## src/hw/rtl/ipfd_pkg.sv

```systemverilog
// Shared types, status codes and the fixed non-public range table for the
// IPv4 prefix filter. No dependencies.
package ipfd_pkg;

    // Result status codes
    localparam logic [2:0] ST_STORED    = 3'd0;
    localparam logic [2:0] ST_DUP       = 3'd1;
    localparam logic [2:0] ST_BADLEN    = 3'd2;
    localparam logic [2:0] ST_HOSTBITS  = 3'd3;
    localparam logic [2:0] ST_NONPUBLIC = 3'd4;
    localparam logic [2:0] ST_FULL      = 3'd5;
    localparam logic [2:0] ST_CLEARED   = 3'd6;

    // Operation codes
    localparam logic OP_INSERT = 1'b0;
    localparam logic OP_CLEAR  = 1'b1;

    // Configuration register indexes
    localparam logic [1:0] CFG_PUBLIC_ONLY = 2'd0;
    localparam logic [1:0] CFG_REPUTATION  = 2'd1;
    localparam logic [1:0] CFG_CATEGORY    = 2'd2;
    localparam logic [1:0] CFG_SOURCE      = 2'd3;

    localparam int RSV_COUNT = 15;

    localparam logic [31:0] RSV_NET [RSV_COUNT] = '{
        32'h0000_0000, 32'h0a00_0000, 32'h6440_0000, 32'h7f00_0000,
        32'ha9fe_0000, 32'hac10_0000, 32'hc000_0000, 32'hc000_0200,
        32'hc058_6300, 32'hc0a8_0000, 32'hc612_0000, 32'hc633_6400,
        32'hcb00_7100, 32'he000_0000, 32'hf000_0000
    };

    localparam logic [5:0] RSV_LEN [RSV_COUNT] = '{
        6'd8, 6'd8, 6'd10, 6'd8, 6'd16, 6'd12, 6'd24, 6'd24,
        6'd24, 6'd16, 6'd15, 6'd24, 6'd24, 6'd4, 6'd4
    };

    // Key as stored: prefix length in 37..32, address in 31..0
    typedef logic [37:0] key_t;

    typedef struct packed {
        logic       reject;
        logic [2:0] code;
    } chk_res_t;

    typedef struct packed {
        logic start;
        logic clear;
        key_t key;
    } tbl_req_t;

    typedef struct packed {
        logic       done;
        logic       dup;
        logic       full;
        logic [7:0] slot;
    } tbl_res_t;

    // Network mask; all ones for lengths of 32 and above
    function automatic logic [31:0] net_mask(input logic [5:0] len);
        net_mask = ~(32'hffff_ffff >> len);
    endfunction

endpackage

```

## src/hw/rtl/ipfd_prefix_check.sv

```systemverilog
// Prefix validity and non-public overlap classifier.
// Depends on ipfd_pkg.
module ipfd_prefix_check (
    input  logic [31:0]       addr,
    input  logic [5:0]        len,
    input  logic              public_only,
    output ipfd_pkg::chk_res_t result
);
    import ipfd_pkg::*;

    logic [RSV_COUNT-1:0] overlap;
    logic                 bad_len;
    logic                 host_bits;

    // Two prefixes overlap when they agree over the shorter length
    always_comb begin
        for (int i = 0; i < RSV_COUNT; i++) begin
            overlap[i] = ((addr ^ RSV_NET[i]) &
                          net_mask((len < RSV_LEN[i]) ? len : RSV_LEN[i])) == 32'd0;
        end
    end

    assign bad_len   = len > 6'd32;
    assign host_bits = (addr & ~net_mask(len)) != 32'd0;

    always_comb begin
        result.reject = 1'b1;
        if (bad_len) begin
            result.code = ST_BADLEN;
        end else if (host_bits) begin
            result.code = ST_HOSTBITS;
        end else if (public_only && (|overlap)) begin
            result.code = ST_NONPUBLIC;
        end else begin
            result.reject = 1'b0;
            result.code   = ST_STORED;
        end
    end

endmodule

```

## config.mk

```make
export PLATFORM = sky130hd
export DESIGN_NAME = ipfd_prefix_check
export DESIGN_NICKNAME = d
export VERILOG_FILES = /design/src/hw/rtl/ipfd_pkg.sv /design/src/hw/rtl/ipfd_prefix_check.sv
export SDC_FILE = /design/constraint.sdc
export NUM_CORES = 1
export LEC_CHECK = 0
export BUFFER_PORTS_ARGS = -buffer_cell sky130_fd_sc_hd__clkbuf_2
export CAP_MARGIN = 5
export CORE_UTILIZATION = 40
export DETAILED_ROUTE_END_ITERATION = 7
export PLACE_DENSITY_LB_ADDON = 0.12
export RECOVER_POWER = 25
export SLEW_MARGIN = 40
export SYNTH_ARGS = -nofsm -noshare
export SYNTH_HDL_FRONTEND = slang
export SYNTH_SLANG_ARGS = --single-unit
```

## constraint.sdc

```tcl
create_clock -name vclk -period 2.83
set_clock_uncertainty 0.1 [all_clocks]
set_input_delay 0.566 -clock vclk [all_inputs]
set_output_delay 0.566 -clock vclk [all_outputs]
set_load 0.02 [all_outputs]
```

### Word-level counts from Yosys, hierarchy flattened

Index checks and enable logic that the tools add are counted.

* register bits after elaboration: 0
* word-level logic and storage cells: 86
* output and inout bits: 4
* input port bits: 39

* reductions and logical operators: 18
* magnitude comparators: 8
* bitwise operators: 39
* multiplexer cells: 13
* shifts and indexed selects: 8

Operator list (number)
* AND 32 bit: 16
* zero test 32 bit: 15
* inverter 32 bit: 9
* right shift 32 x 6 -> 32 bit (first input constant): 8
* 2-to-1 mux 6 bit: 7
* nonzero test 32 bit: 1
* < comparator 6 x 4 -> 1 bit (second input constant): 4
* inverter 11 bit: 2
* inverter 9 bit: 2
* OR reduction 15 bit: 1
* < comparator 6 x 5 -> 1 bit (second input constant): 2
* inverter 5 bit: 2
* 2-to-1 mux 3 bit: 3
* inverter 4 bit: 2
* inverter 7 bit: 1
* greater-than comparator 6 bit (second input constant): 1
* < comparator 6 x 3 -> 1 bit (second input constant): 1
* inverter 3 bit: 2
* inverter 6 bit: 1
* inverter 2 bit: 2
* 2-to-1 mux 1 bit: 3
* logical AND 1 bit: 1

### Logic depth before layout (Yosys ltp)

* depth in word-level cells: 11
* mapped depth: 10
* mapped depth without buffers: 7

### Least setup slack after synthesis

No wires, ideal clock.

* path type: input to output
* from: in len[5]
* to: out result[3] in the netlist's numbering
* data arrival time: 2.465 ns
* data required time: 2.164 ns
* setup slack: -0.301 ns
* buffers on the path: 1
* stages on the path: 8
* path through: buf_6 or4_4 a2111o_1 nand3_1 nand4_1 a21oi_1 nor2_1 a31oi_1

RTL lines
* start: declaration: RTL line ipfd_prefix_check.sv:5 `input logic [5:0] len,`
* end: declaration: RTL line ipfd_prefix_check.sv:7 `output ipfd_pkg::chk_res_t result`

==> impl_metrics.sql <==
INSERT INTO impl_metrics (metric_group, metric, value, unit) VALUES
('outcome', 'status', 'finished, violations left', ''),
('outcome', 'failed_checks', 'negative setup slack', ''),
('route', 'avgViaCountPerCell', '6.68', ''),
('synth', 'post_synth_main_area_contributors', 'sky130_fd_sc_hd__a21oi_1 8.9%, sky130_fd_sc_hd__o21ai_0 7.3%, sky130_fd_sc_hd__nand2_1 6.2%', ''),
('timing', 'setup_ws', '-0.627', 'ns'),
('timing', 'setup_tns', '-1.76', 'ns'),
('final_layout', 'layout.sequential_cells', '0', ''),
('synth', 'synth_largest_area_cell', 'sky130_fd_sc_hd__a21oi_1', ''),
('placed_design', 'portbufs', '43', ''),
('final_layout', 'n_clock_buffer', '0', ''),
('floorplanning', 'dieWidth', '65.9', 'µm'),
('placed_design', 'dp_cells', '444', ''),
('grt', 'grt_pass1_wl', '13700', 'µm'),
('timing', 'rsz0062_at_grt', 'true', ''),
('route', 'postRouteWirelength', '10100', 'µm'),
('placed_design', 'postPlaceCellArea', '2740', 'µm²'),
('setup_path', 'critPathArrivalTime', '2.79', 'ns'),
('synth', 'post_synth_adder_cell_area', '0.00689', ''),
('final_layout', 'antenna_diodes', '0', ''),
('route', 'drc', '0', ''),
('final_layout', 'fin_cells', '467', ''),
('floorplanning', 'design.portCount', '43', ''),
('floorplanning', 'die_area', '4350', 'µm²'),
('route', 'routed-via-count', '3121', ''),
('timing', 'fin_crit', '3.46', 'ns'),
('synth', 'synth_xor_xnor_area_share', '0.00536', ''),
('floorplanning', 'core_area', '3800', 'µm²'),
('synth', 'syn_nets', '300', ''),
('synth', 'muxShareOfSynthArea', '0', ''),
('timing', 'setup_viol', '4', ''),
('synth', 'yosysWarnings', '0', ''),
('synth', 'synthesis.area', '1640', 'µm²'),
('synth', 'synth_cells', '261', ''),
('floorplanning', 'placementRows', '22', ''),
('setup_path', 'cp_data_required_time', '2.16', 'ns'),
('timing', 'period_share', '1.22', ''),
('timing', 'tightest_slew', '0.671', 'ns'),
('setup_path', 'worst_setup_path_start_kind', 'input port', ''),
('power', 'vdd_drop_max', '0.106', 'mV'),
('final_layout', 'nFillCells', '166', ''),
('timing', 'max-slew-margin-rel', '0.541', ''),
('min_path', 'hold_class', 'input port to output port', ''),
('route', 'drtIter0Drc', '537', ''),
('synth', 'largest_family_of_logic_cells_by_synthesized_area', 'compound AO/OA/AOI/OAI gates', ''),
('placed_design', 'place_congestion', '0.975', ''),
('power', 'post-layout-total-power', '0.000535', 'W'),
('timing', 'finalHoldViolations', '0', ''),
('synth', 'share_of_yosys_cell_area_claimed_by_the_top_area_cell_type', '0.0888', ''),
('synth', 'synth.avg_cell_area', '6.27', 'µm²'),
('floorplanning', 'fp.dieH', '65.9', 'µm'),
('run', 'max_cap_violations', '0', ''),
('placed_design', 'detailedPlacementHpwl', '6140', 'µm'),
('final_layout', 'stdcell_area', '3460', 'µm²'),
('timing', 'clock.fmax', '289', 'MHz'),
('grt', 'groute.usage.overall', '0.408', ''),
('power', 'cellLeakagePower', '1.46', 'nW'),
('floorplanning', 'floorplan.initialDensity', '0.431', ''),
('grt', 'grt_antenna_before_repair', '0', ''),
('grt', 'grt_start_max_net_pins', '14', ''),
('final_layout', 'layout-drive-gt1-share', '0.599', ''),
('final_layout', 'layout_commonest_cell', 'sky130_fd_sc_hd__buf_4', ''),
('setup_path', 'setup.worst_path.class', 'input port to output port', ''),
('power', 'power-per-cell-area', '155', 'nW/µm²'),
('route', 'detailedRoute.firstPassIterationCount', '5', ''),
('final_layout', 'final_nets', '460', ''),
('final_layout', 'layout.cells.most_common_list', '114 x sky130_fd_sc_hd__buf_4, 33 x sky130_fd_sc_hd__clkbuf_2, 23 x sky130_fd_sc_hd__nand2_1, 21 x sky130_fd_sc_hd__o21ai_0, 20 x sky130_fd_sc_hd__a21oi_1', ''),
('timing', 'timing.hold.ws', '1.40', 'ns'),
('synth', 'synth_compound_gate_area_share', '0.526', ''),
('synth', 'post_synth_and_or_nand_nor_area_fraction', '0.365', ''),
('timing', 'slew_violations', '0', ''),
('final_layout', 'syn_to_final_growth', '112', '%'),
('setup_path', 'end_kind', 'output port', ''),
('final_layout', 'ff_latch_area', '0', 'µm²'),
('synth', 'seq_area_frac_synth', '0', ''),
('route', 'routedWlPerCell', '21.5', 'µm'),
('setup_path', 'cp_max_fo', '7', ''),
('grt', 'first_global_vias', '2807', ''),
('synth', 'synth.distinct_cells', '65', ''),
('grt', 'gr-total-overflow', '0', ''),
('route', 'antenna_left', '0', '');
[path summary, 6_finish.rpt]
check / from / to / slack, ns / cells past startpoint
setup / recovery: len[2] / result[2] / -0.63 / 12
hold / removal: public_only / result[2] / 1.40 / 3
[kinds of logic after synthesis]
group,after synthesis
buffers and inverters,28
AO/OA/AOI/OAI,121
XOR/XNOR,1
AND/OR/NAND/NOR,110
adder cells (fa/ha/maj),1
[report_power, final]
group          internal [W]  switching, W  total, W
registers                 0             0         0
logic              0.000257      0.000278  0.000535
clock network             0             0         0
[worst max-delay path, stage by stage]
cell and delay [ns]:
sky130_fd_sc_hd__clkbuf_16 0.13, sky130_fd_sc_hd__buf_12 0.14, sky130_fd_sc_hd__buf_4 0.14, sky130_fd_sc_hd__nand2_2 0.16
sky130_fd_sc_hd__a21boi_4 0.09, sky130_fd_sc_hd__buf_4 0.16, sky130_fd_sc_hd__a2111oi_0 0.62, sky130_fd_sc_hd__nand2_1 0.14
sky130_fd_sc_hd__o2111ai_1 0.14, sky130_fd_sc_hd__or3_1 0.16, sky130_fd_sc_hd__o311a_4 0.20, sky130_fd_sc_hd__clkbuf_8 0.14
[through the flow]
step | utilization | worst slack (ns)
after floorplan | - | -0.153
after global placement | 0.721 | -0.658
after detailed placement | 0.721 | -0.674
after CTS | 0.831 | -0.470
after global routing | 0.911 | -1.21
final | 0.911 | -0.627
[timing repair]
action | in CTS | in global routing
cloned | 2 | 0
pin swaps | 23 | 30
endpoints found under the setup margin | 4 | 4
setup buffers | 8 | 14
hold buffers | 0 | 0
gates resized for setup | 69 | 42
[cell type report]
| cell class | count | area [µm²] | share of cell area |
|---|---|---|---|
| Tap cell | 48 | 60.1 | 0.0174 |
| Multi-Input combinational cell | 233 | 1910 | 0.551 |
| Inverter | 13 | 48.8 | 0.0141 |
| Timing Repair Buffer | 173 | 1440 | 0.417 |
[cells in the mapped netlist (3+ instances only)]
cell                        count
sky130_fd_sc_hd__a21oi_1       29
sky130_fd_sc_hd__buf_2          7
sky130_fd_sc_hd__a2111oi_0      3
sky130_fd_sc_hd__nand3_1       11
sky130_fd_sc_hd__o211ai_1       4
sky130_fd_sc_hd__a31oi_1        5
sky130_fd_sc_hd__nand2_1       27
sky130_fd_sc_hd__a21boi_1       3
sky130_fd_sc_hd__nand4_1        3
sky130_fd_sc_hd__buf_4          4
sky130_fd_sc_hd__buf_6          4
sky130_fd_sc_hd__nand2b_1       8
sky130_fd_sc_hd__nor3_2         3
sky130_fd_sc_hd__or3_1          3
sky130_fd_sc_hd__inv_1         11
sky130_fd_sc_hd__nor3_1         8
sky130_fd_sc_hd__o22ai_1        5
sky130_fd_sc_hd__a221oi_1       3
sky130_fd_sc_hd__a211oi_1       5
sky130_fd_sc_hd__a41oi_1        3
sky130_fd_sc_hd__o21ai_0       24
sky130_fd_sc_hd__nor2_1        24
sky130_fd_sc_hd__nor2b_1        5
sky130_fd_sc_hd__o21ai_1        3
[layer usage]
layer	GRT usage	up-vias	wire length, µm	part of all wire
li1	-	1335	-	-
met1	0.483	1409	3660	0.36
met5	0	-	0	0
met3	0.0793	100	1080	0.11
met4	0.215	0	766	0.076
met2	0.689	277	4540	0.45
No activity file was read; power rests on OpenSTA's default activity.
